$ cat config.mk
export PLATFORM = sky130hd
export DESIGN_NAME = htd_ctrl
export DESIGN_NICKNAME = d
export VERILOG_FILES = /design/src/sv/htd_pkg.sv /design/src/sv/htd_ctrl.sv
export SDC_FILE = /design/constraint.sdc
export NUM_CORES = 1
export LEC_CHECK = 0
export BUFFER_PORTS_ARGS = -buffer_cell sky130_fd_sc_hd__buf_2
export CAP_MARGIN = 10
export CORE_ASPECT_RATIO = 1.25
export CORE_MARGIN = 5
export CORE_UTILIZATION = 35
export CTS_CLUSTER_DIAMETER = 60
export CTS_CLUSTER_SIZE = 28
export DETAILED_ROUTE_END_ITERATION = 7
export GPL_ROUTABILITY_DRIVEN = 0
export PLACE_DENSITY = 0.5
export SLEW_MARGIN = 10
export SYNTH_ARGS = -nofsm -noshare
export SYNTH_HDL_FRONTEND = slang
export SYNTH_SLANG_ARGS = --single-unit
$ cat constraint.sdc
create_clock -name i_clk -period 3.8 [get_ports i_clk]
set_input_delay 0.57 -clock i_clk [delete_from_list [all_inputs] [get_ports i_clk]]
set_output_delay 0.57 -clock i_clk [all_outputs]
set_load 0.02 [all_outputs]
$ cat src/sv/htd_pkg.sv
// Package of the Huffman tree decoder: field widths, command and status codes,
// datapath operations and the status struct. Depends on nothing.
package htd_pkg;

    localparam int CMD_W      = 2;
    localparam int SYM_W      = 8;
    localparam int CODE_W     = 32;
    localparam int CODE_IDX_W = 5;
    localparam int LEN_W      = 6;
    localparam int STATUS_W   = 2;

    localparam int NODE_COUNT_DEF   = 512;
    localparam int MAX_CODE_LEN_DEF = 32;

    localparam logic [CMD_W-1:0] CMD_CLEAR  = 2'd0;
    localparam logic [CMD_W-1:0] CMD_ADD    = 2'd1;
    localparam logic [CMD_W-1:0] CMD_DECODE = 2'd2;

    localparam logic [STATUS_W-1:0] ST_NONE   = 2'd0;
    localparam logic [STATUS_W-1:0] ST_SYMBOL = 2'd1;
    localparam logic [STATUS_W-1:0] ST_FULL   = 2'd2;

    typedef enum logic [3:0] {
        DP_NOP,
        DP_INIT_ROOT,
        DP_LOAD,
        DP_CLEAR,
        DP_ADD_STEP,
        DP_ADD_LINK,
        DP_ADD_NEW,
        DP_ADD_SYM,
        DP_ADD_FULL,
        DP_DEC_STEP,
        DP_DEC_CHECK,
        DP_OUT_LOAD
    } t_dp_op;

    typedef struct packed {
        logic [CMD_W-1:0] new_cmd;
        logic             rem_zero;
        logic             child_present;
        logic             table_full;
        logic             out_free;
    } t_dp_stat;

endpackage

$ cat src/sv/htd_ctrl.sv
// Controller of the Huffman tree decoder: the state machine that sequences
// datapath operations. Depends on htd_pkg.
module htd_ctrl (
    input  logic               i_clk,
    input  logic               i_rst_n,
    input  logic               i_in_valid,
    output logic               o_in_ready,
    input  htd_pkg::t_dp_stat  i_stat,
    output htd_pkg::t_dp_op    o_op
);

    typedef enum logic [10:0] {
        S_INIT    = 11'b000_0000_0001,
        S_IDLE    = 11'b000_0000_0010,
        S_CLEAR   = 11'b000_0000_0100,
        S_ADD_RD  = 11'b000_0000_1000,
        S_ADD_EV  = 11'b000_0001_0000,
        S_ADD_NEW = 11'b000_0010_0000,
        S_DEC_RD  = 11'b000_0100_0000,
        S_DEC_EV  = 11'b000_1000_0000,
        S_DEC_CRD = 11'b001_0000_0000,
        S_DEC_CHK = 11'b010_0000_0000,
        S_FIN     = 11'b100_0000_0000
    } t_state;

    t_state r_state, n_state;

    always_comb begin
        n_state    = r_state;
        o_op       = htd_pkg::DP_NOP;
        o_in_ready = 1'b0;
        case (r_state)
            S_INIT: begin
                o_op    = htd_pkg::DP_INIT_ROOT;
                n_state = S_IDLE;
            end
            S_IDLE: begin
                o_in_ready = 1'b1;
                if (i_in_valid) begin
                    o_op = htd_pkg::DP_LOAD;
                    case (i_stat.new_cmd)
                        htd_pkg::CMD_CLEAR:  n_state = S_CLEAR;
                        htd_pkg::CMD_ADD:    n_state = S_ADD_RD;
                        htd_pkg::CMD_DECODE: n_state = S_DEC_RD;
                        default:             n_state = S_FIN;
                    endcase
                end
            end
            S_CLEAR: begin
                o_op    = htd_pkg::DP_CLEAR;
                n_state = S_FIN;
            end
            S_ADD_RD: begin
                n_state = S_ADD_EV;
            end
            S_ADD_EV: begin
                if (i_stat.rem_zero) begin
                    o_op    = htd_pkg::DP_ADD_SYM;
                    n_state = S_FIN;
                end else if (i_stat.child_present) begin
                    o_op    = htd_pkg::DP_ADD_STEP;
                    n_state = S_ADD_RD;
                end else if (i_stat.table_full) begin
                    o_op    = htd_pkg::DP_ADD_FULL;
                    n_state = S_FIN;
                end else begin
                    o_op    = htd_pkg::DP_ADD_LINK;
                    n_state = S_ADD_NEW;
                end
            end
            S_ADD_NEW: begin
                o_op    = htd_pkg::DP_ADD_NEW;
                n_state = S_ADD_RD;
            end
            S_DEC_RD: begin
                n_state = S_DEC_EV;
            end
            S_DEC_EV: begin
                if (i_stat.child_present) begin
                    o_op    = htd_pkg::DP_DEC_STEP;
                    n_state = S_DEC_CRD;
                end else begin
                    o_op    = htd_pkg::DP_DEC_CHECK;
                    n_state = S_FIN;
                end
            end
            S_DEC_CRD: begin
                n_state = S_DEC_CHK;
            end
            S_DEC_CHK: begin
                o_op    = htd_pkg::DP_DEC_CHECK;
                n_state = S_FIN;
            end
            S_FIN: begin
                if (i_stat.out_free) begin
                    o_op    = htd_pkg::DP_OUT_LOAD;
                    n_state = S_IDLE;
                end
            end
            default: begin
                n_state = S_INIT;
            end
        endcase
    end

    always_ff @(posedge i_clk) begin
        if (!i_rst_n) begin
            r_state <= S_INIT;
        end else begin
            r_state <= n_state;
        end
    end

endmodule

==> results of run 1 <==
[stage by stage]
stage	utilization	std cells	hold WS [ns]	setup slack (ns)	power, mW
after floorplan	-	110	0.547	1.57	0.205
after global placement	0.383	145	0.610	1.43	0.226
after detailed placement	0.383	145	0.604	1.38	0.226
after CTS	0.394	149	0.489	1.07	0.310
after global routing	0.394	149	0.490	0.934	0.331
final	0.394	149	0.486	1.08	0.308
[worst max path at each step]
stage / from / end / cells after the start
6_report: r_state[0] / o_op[0] / 5
5_1_grt: r_state[0] / o_op[0] / 5
4_1_cts: r_state[0] / o_op[0] / 5
3_5_place_dp: r_state[0] / o_op[0] / 5
3_3_place_gp: r_state[0] / o_op[0] / 5
2_1_floorplan: r_state[2] / o_op[1] / 5
[cell usage in the layout, fill, tap and decap left out, types with 3 or more instances in the layout]
cell      synthesis  routed
buf_2             5      13
dfxtp_1          11      11
o21ai_0           9       9
nor2_1            8       8
nor4_1            6       6
nand2b_1          5       5
inv_1             5       5
nand3_1           5       5
nor3_1            4       4
nand2_1           3       3
a21oi_1           3       3
xor2_1            3       3
a31oi_1           3       3
clkbuf_4          0       3
[logic make-up (layout without fill, tap and decap cells)]
| logic type | count (synthesis) | count (layout) | share of synthesized area |
|---|---|---|---|
| xor gates and xnor gates | 4 | 4 | 0.0391 |
| buffers and inverters | 16 | 22 | 0.0908 |
| AOI/OAI and AO/OA | 28 | 28 | 0.232 |
| and+or+nand+nor | 51 | 51 | 0.392 |
| DFF | 11 | 11 | 0.246 |
[layout make-up]
| cell class | count | area, um2 | area share |
|---|---|---|---|
| well taps | 33 | 41.3 | 0.0427 |
| clock buffers | 4 | 26.3 | 0.0272 |
| multi-input cells | 83 | 594 | 0.615 |
| repair buffers | 13 | 65.1 | 0.0674 |
| flip-flops and latches | 11 | 220 | 0.228 |
| inverters | 5 | 18.8 | 0.0194 |
[per-layer routing]
layer  vias to the layer above  global-route usage  routed length [um]
li1                        426                   -                   -
met3                         4              0.0174                  82
met2                        16               0.232                1170
met4                         0              0.0547                  31
met1                       389               0.179                1080
met5                         -                   0                   0
[cells in the mapped netlist]
master    instances  area share
or4_4             1       0.013
nor4_1            6       0.042
nand4_1           1      0.0070
nand3_1           5       0.028
or3_1             1      0.0070
a32oi_1           2       0.020
and4_1            1      0.0098
a31oi_1           3       0.021
or3b_2            1      0.0098
a221o_1           1       0.011
nor2_1            8       0.034
nand3b_1          2       0.017
nor3_4            1       0.018
o211ai_1          2       0.017
nand2b_1          5       0.035
buf_6             2       0.025
o41ai_4           1       0.031
clkbuf_1          4       0.017
nand2_1           3       0.013
xnor2_1           1      0.0098
nor4b_1           2       0.020
o31ai_1           2       0.017
a211oi_1          1      0.0084
a21oi_1           3       0.017
or2b_1            1      0.0084
a221oi_1          1      0.0098
or4b_1            1       0.011
nor4_4            1       0.024
o21ai_0           9       0.050
nor3_1            4       0.022
a21boi_1          1      0.0084
a21o_4            1       0.017
dfxtp_1          11        0.25
buf_2             5       0.028
inv_1             5       0.021
or4_1             2       0.017
nor4b_2           2       0.034
and4b_1           1       0.011
and3_1            1      0.0070
o21ai_1           1      0.0056
and2_1            1      0.0070
xor2_1            3       0.029
[where the power goes]
part	total, mW	internal (mW)	switching, mW
clock	0.0853	0.0408	0.0445
combinational	0.0899	0.0368	0.0531
sequential	0.133	0.121	0.0121
==> impl_metrics.csv, run 1 <==
group,metric,value,unit
timing,max_slew.worst_pin.slew,0.830,ns
critical_path,cp-end-kind,"output port",
min_path,hold_path_depth,2,
global_routing,grt_usage,0.138,
route,routed_wl,2360,um
route,drt_drc_violations_left,0,
final_layout,largest_reg_flops,11,
timing,min_period,2.72,ns
logic_synthesis,synth_area,896,um2
clock_network,post_cts_resized,0,
floorplanning,pin_count,14,
timing,relSlewSlack,0.442,
critical_path,arrival,2.15,ns
critical_path,critPathKind,"reg2out",
route,drt_iter0_drc,21,
clock_network,tritoncts,"built",
status,status,"finished, final reports clean",
route,ant_nets,0,
final_layout,antenna_cells,0,
final_layout,design_area,966,um2
logic_synthesis,ys_seq_area_frac,0.246,
power_and_ir_drop,cellLeakagePower,0.356,nW
logic_synthesis,synth_cell_types,42,
min_path,worstHoldEndpoint,"r_state[2]",
floorplanning,fp.dieH,66.6,um
critical_path,worstReg2RegStart,"r_state[4]",
place,place_area,940,um2
critical_path,startpoint_type,"register",
route,dr.pass1.iters,4,
floorplanning,dieArea,3680,um2
logic_synthesis,ys_ff_latch,11,
clock_network,clock_path_buffers,2,
critical_path,r2r-end,"r_state[7]",
logic_synthesis,synthCells,110,
global_routing,antenna_found_initial,0,
critical_path,r2r_slack,1.97,ns
critical_path,critPathMaxFanout,9,
logic_synthesis,syn-num-nets,119,
place,port_buffers,13,
critical_path,critical_path.top_delay_family,"simple AND/OR/NAND/NOR gates",
min_path,min_path_type,"in2reg",
clock_network,clock_latency,0.28,ns
clock_network,cts_root_buffer,"clkbuf_4",
route,vias,835,
timing,period_share,0.715,
clock_network,post-cts-setup-buffers,0,
critical_path,ff2ff_path_depth,4,
critical_path,cp.required,3.23,ns
logic_synthesis,syn_avg_cell_area,8.14,um2
final_layout,largest_register,"r_state",
timing,hold_viol_final,0,
route,vias_per_cell,5.60,
clock_network,clk_pin_slew,0.08,ns
clock_network,postCtsHoldBufs,0,
timing,finClkSkew,0.000856,ns
critical_path,crit_path_cell_trace,"or4_1, nor3_1, o21ai_0, nand3_1, buf_2",
timing,finalMaxSlewViolations,0,
global_routing,grt_pass1_vias,792,
floorplanning,rows,20,
floorplanning,initial_utilization,0.365,
floorplanning,chipWidth,55.3,um
critical_path,critPathSlowestCell,"or4_1",
floorplanning,core,2450,um2
final_layout,drive_above_1_share,0.207,
timing,finalSetupTns,0,ns
logic_synthesis,ys.warnings.count,0,
timing,rsz0062_at_grt,"false",
global_routing,gr-total-overflow,0,
critical_path,worst-path-buf-inv,1,
job,max-cap-violations,0,
power_and_ir_drop,p_per_area,319,nW/um2
global_routing,grt_max_degree,11,
final_layout,areaGrowthSynthToFinish,7.82,%
min_path,worstHoldStart,"i_stat[5]",
timing,finalSetupViolCount,0,
final_layout,reg.largest.list,"r_state: 11 flops",
critical_path,max_stage_delay,0.69,ns
route,wire_per_inst,15.8,um
timing,clock.fmax,368,MHz
power_and_ir_drop,ir_worst_vdd,0.166,mV
final_layout,fin_nets,126,
final_layout,nFillCells,289,
place,dp_hpwl,1870,um
clock_network,htree_levels,1,
clock_network,cts_made_buffers,3,
clock_network,numClockSinks,11,
global_routing,grt_pass1_wl,3990,um
No activity file was read; power rests on OpenSTA's default activity.
==> run 2: changes to the inputs <==
Clock period 3.8 ns to 2.6 ns, I/O delays scaled along.
==> run 2 against run 1 <==
Against the previous run:
- global-route usage decreased by 0.24 points
- clock-buffer cell count did not move
- flip-flop and latch count unchanged
- total power up 48%
- combinational power grew 50%
- cell area up 1.2%
- die area unchanged
- routed wire length down 0.55%
- final cell count increased by 0.67%
- clock skew increased by 0.0038 ns
- critical path depth is the same
- hold slack got worse by 0.17 ns
- critical path type unchanged
- largest cell class unchanged
==> impl_metrics.csv, run 2 (synthesized netlist as in run 1, its figures left out) <==
group,metric,value,unit
floorplanning,rows,20,
floorplanning,dieArea,3680,um2
critical_path,critical_path.top_delay_family,"simple AND/OR/NAND/NOR gates",
critical_path,worst-path-buf-inv,1,
clock_network,cts_root_buffer,"clkbuf_4",
timing,min_period,2.44,ns
clock_network,cts_made_buffers,3,
timing,whs,0.314,ns
route,drt_iter0_drc,14,
final_layout,areaGrowthSynthToFinish,9.08,%
critical_path,ff2ff_path_depth,4,
power_and_ir_drop,comb_power_share,0.294,
final_layout,fin_nets,127,
timing,rsz0062_at_grt,"false",
critical_path,r2r_slack,0.79,ns
clock_network,clock_path_buffers,2,
final_layout,largest_reg_flops,11,
final_layout,instances_no_fill,150,
min_path,min_path_type,"in2reg",
floorplanning,chipWidth,55.3,um
place,dp_hpwl,1800,um
timing,hold_viol_final,0,
power_and_ir_drop,switching_share,0.358,
route,drt_drc_violations_left,0,
route,dr.pass1.iters,4,
clock_network,htree_levels,1,
global_routing,gr-total-overflow,0,
critical_path,crit_path_cell_trace,"or4_1, nor4_4, o21ai_0, nand3_1, buf_2",
floorplanning,initial_utilization,0.365,
global_routing,antenna_found_initial,0,
final_layout,final_cell_mix,"buf_2, dfxtp_1, o21ai_0",
power_and_ir_drop,p_total,0.458,mW
power_and_ir_drop,cellLeakagePower,0.361,nW
power_and_ir_drop,ir_worst_vdd,0.237,mV
power_and_ir_drop,pwr-share-clk,0.278,
final_layout,final_common_cell,"buf_2",
floorplanning,core,2450,um2
power_and_ir_drop,p_switching,0.164,mW
timing,clock.fmax,410,MHz
global_routing,grt_usage,0.136,
timing,finalMaxSlewViolations,0,
final_layout,reg.largest.list,"r_state: 11 flops",
critical_path,arrival,2.05,ns
clock_network,clk_pin_slew,0.08,ns
route,ant_nets,0,
timing,period_share,0.938,
route,vias_per_cell,5.67,
clock_network,tritoncts,"built",
power_and_ir_drop,p_int,0.294,mW
final_layout,drive_above_1_share,0.222,
status,status,"finished, final reports clean",
clock_network,postCtsHoldBufs,0,
route,wire_per_inst,15.6,um
clock_network,clock_latency,0.28,ns
final_layout,antenna_cells,0,
global_routing,grt_pass1_wl,3950,um
min_path,worstHoldStart,"i_stat[5]",
timing,max_slew.worst_pin.slew,0.382,ns
critical_path,worstReg2RegStart,"r_state[4]",
timing,finalSetupViolCount,0,
final_layout,nFillCells,272,
critical_path,cp.required,2.21,ns
critical_path,max_stage_delay,0.67,ns
global_routing,grt_max_degree,11,
place,dp_cells,146,
clock_network,numClockSinks,11,
min_path,hold_path_depth,2,
final_layout,largest_register,"r_state",
critical_path,cp-end-kind,"output port",
global_routing,grt_pass1_vias,824,
power_and_ir_drop,p_per_area,469,nW/um2
route,vias,850,
min_path,worstHoldEndpoint,"r_state[2]",
job,max-cap-violations,0,
critical_path,critPathKind,"reg2out",
floorplanning,fp.dieH,66.6,um
timing,relSlewSlack,0.743,
critical_path,r2r-end,"r_state[7]",
clock_network,post-cts-setup-buffers,0,
critical_path,critPathMaxFanout,10,
place,port_buffers,13,
floorplanning,pin_count,14,
clock_network,post_cts_resized,0,
critical_path,critPathSlowestCell,"or4_1",
critical_path,startpoint_type,"register",
route,routed_wl,2340,um
timing,finalSetupTns,0,ns
timing,finClkSkew,0.00470,ns
power_and_ir_drop,p_seq_frac,0.428,
==> run 2: cell types whose count changed in the layout (fill, tap and decap cells not counted), sizes merged <==
cell,before,now
buf,13,14
==> run 2: power by group through the flow <==
stage / Sequential, mW / Combinational [mW] / Clock, mW
CTS: 0.195 / 0.133 / 0.129
global route: 0.199 / 0.148 / 0.138
finish: 0.196 / 0.135 / 0.127
global placement: 0.197 / 0.134 / 0
floorplan: 0.182 / 0.118 / 0
detailed placement: 0.199 / 0.132 / 0
==> run 2: worst max path at each step <==
stage | from | end | slack (ns) | cells past startpoint
after CTS | r_state[0] | o_op[0] | 0.1 | 5
after detailed placement | r_state[0] | o_op[0] | 0.42 | 5
after global routing | r_state[10] | o_op[0] | 0.06 | 5
after floorplan | r_state[2] | o_op[1] | 0.55 | 5
final | r_state[10] | o_op[0] | 0.16 | 5
after global placement | r_state[0] | o_op[0] | 0.47 | 5
==> run 2: area by class of cell <==
type,instances,area [um2],area share
clock buffers,4,26.3,0.0269
inverters,5,18.8,0.0192
multi-input cells,83,598,0.612
flip-flops and latches,11,220,0.225
well taps,33,41.3,0.0423
repair buffers,14,72.6,0.0743
==> run 2: per-layer routing <==
metal,share of wire,track usage,vias up
met5,0,0,-
met4,0.020,0.0638,0
met3,0.040,0.0233,6
met1,0.45,0.170,391
li1,-,-,431
met2,0.49,0.226,22
==> run 2: per-stage QoR <==
step	instance area, um2	util	setup WS, ns
2_1_floorplan	896	-	0.547
3_3_place_gp	947	0.386	0.469
3_5_place_dp	947	0.386	0.415
4_1_cts	973	0.397	0.0987
5_1_grt	977	0.398	0.0633
6_report	977	0.398	0.161
==> run 3: changes to the inputs <==
Settings changed: CORE_MARGIN 5 to not set.
==> run 3 against run 2 <==
Against the previous run:
- sequential power hardly changed
- sequential share of layout area is 0.17 points lower
- combinational power hardly changed
- setup slack better by 0.0040 ns
- critical path type unchanged
- register-to-register slack hardly changed
- core utilization is 0.72 points higher
- die area is 25% lower
==> impl_metrics.csv, run 3 (synthesized netlist as in run 1, its figures left out) <==
group,metric,value,unit
power_and_ir_drop,p_total,0.462,mW
final_layout,areaGrowthSynthToFinish,9.92,%
clock_network,numClockSinks,11,
floorplanning,initial_utilization,0.369,
clock_network,post-cts-setup-buffers,0,
timing,hold_viol_final,0,
clock_network,clock_path_buffers,2,
final_layout,largest_register,"r_state",
critical_path,arrival,2.05,ns
status,status,"finished, final reports clean",
global_routing,gr-total-overflow,0,
global_routing,grt_pass1_vias,815,
final_layout,multi_input_area,598,um2
route,vias_per_cell,5.87,
power_and_ir_drop,cellLeakagePower,0.366,nW
critical_path,cp-end-kind,"output port",
critical_path,critPathMaxFanout,10,
min_path,hold_path_depth,2,
final_layout,largest_reg_flops,11,
critical_path,cp.required,2.21,ns
final_layout,antenna_cells,0,
final_layout,nFillCells,265,
final_layout,finish.utilization,0.406,
final_layout,fin_nets,128,
final_layout,reg.largest.list,"r_state: 11 flops",
power_and_ir_drop,p_per_area,469,nW/um2
route,dr.pass1.iters,4,
route,drt_drc_violations_left,0,
timing,period_share,0.937,
timing,finClkSkew,0.00164,ns
timing,max_slew.worst_pin.slew,0.431,ns
clock_network,clk_pin_slew,0.08,ns
timing,finalSetupTns,0,ns
global_routing,grt_max_degree,11,
clock_network,tritoncts,"built",
final_layout,drive_above_1_share,0.229,
min_path,min_path_type,"in2reg",
clock_network,cts_made_buffers,3,
place,port_buffers,13,
route,wire_per_inst,15.3,um
timing,finalSetupViolCount,0,
floorplanning,core,2430,um2
floorplanning,dieArea,2770,um2
clock_network,clock_latency,0.28,ns
clock_network,postCtsHoldBufs,0,
clock_network,post_cts_resized,0,
place,dp_hpwl,1790,um
route,ant_nets,0,
floorplanning,rows,20,
timing,clock.fmax,411,MHz
floorplanning,chipWidth,47.3,um
final_layout,final_common_cell,"buf_2",
timing,relSlewSlack,0.710,
timing,min_period,2.44,ns
job,max-cap-violations,0,
timing,whs,0.310,ns
global_routing,grt_pass1_wl,3830,um
global_routing,grt_usage,0.198,
timing,finalMaxSlewViolations,0,
power_and_ir_drop,ir_worst_vdd,0.241,mV
critical_path,startpoint_type,"register",
floorplanning,fp.dieH,58.6,um
route,vias,886,
critical_path,ff2ff_path_depth,4,
route,routed_wl,2320,um
route,drt_iter0_drc,25,
clock_network,cts_root_buffer,"clkbuf_4",
floorplanning,pin_count,14,
global_routing,antenna_found_initial,0,
clock_network,htree_levels,1,
critical_path,critPathKind,"reg2out",
final_layout,seqCellArea,220,um2
final_layout,final_cell_mix,"buf_2, dfxtp_1, o21ai_0",
timing,rsz0062_at_grt,"false",
[run 3: cell count changes in the layout (fill, tap and decap cells not counted)]
cell,delta
buf_4,+1
[run 3: cell type report]
cell class                 instances  area share
tap                               33      0.0419
timing repair buffer              15      0.0813
multi-input combinational         83       0.607
sequential                        11       0.224
clock buffer                       4      0.0267
inverter                           5      0.0191
[run 3: report_power, final]
group	switching, mW	leakage (nW)	internal [mW]	total (mW)
Sequential	0.0192	0.0892	0.177	0.196
Clock	0.0696	0.0150	0.0597	0.129
Combinational	0.0792	0.262	0.0576	0.137
Total	0.168	0.366	0.294	0.462
[run 3: worst paths after layout]
check / start / endpoint / slack, ns
max: r_state[10] / o_op[0] / 0.16
min: i_stat[5] / r_state[2] / 0.31
max reg2reg: r_state[4] / r_state[7] / 0.79
min reg2reg: r_state[6] / r_state[7] / 0.61
[run 3: metal layers]
metal / part of all wire / vias to the layer above / routed length [um] / global-route usage
met5: 0 / - / 0 / 0
met4: 0.018 / 0 / 42 / 0.0857
met3: 0.039 / 5 / 90 / 0.0276
met2: 0.48 / 29 / 1120 / 0.307
met1: 0.46 / 423 / 1060 / 0.266
li1: - / 429 / - / -
[run 3: critical path: stages, from the launching register on]
cell     delay (ns)
dfxtp_1        0.41
or4_1          0.67
nor4_4         0.30
o21ai_0        0.13
nand3_1        0.09
buf_2          0.16
[run 3: through the flow]
stage	setup slack, ns	area, um2	cells
after floorplan	0.547	896	110
after global placement	0.459	955	147
final	0.165	985	151
after detailed placement	0.430	955	147
after CTS	0.109	981	151
after global routing	0.0124	985	151
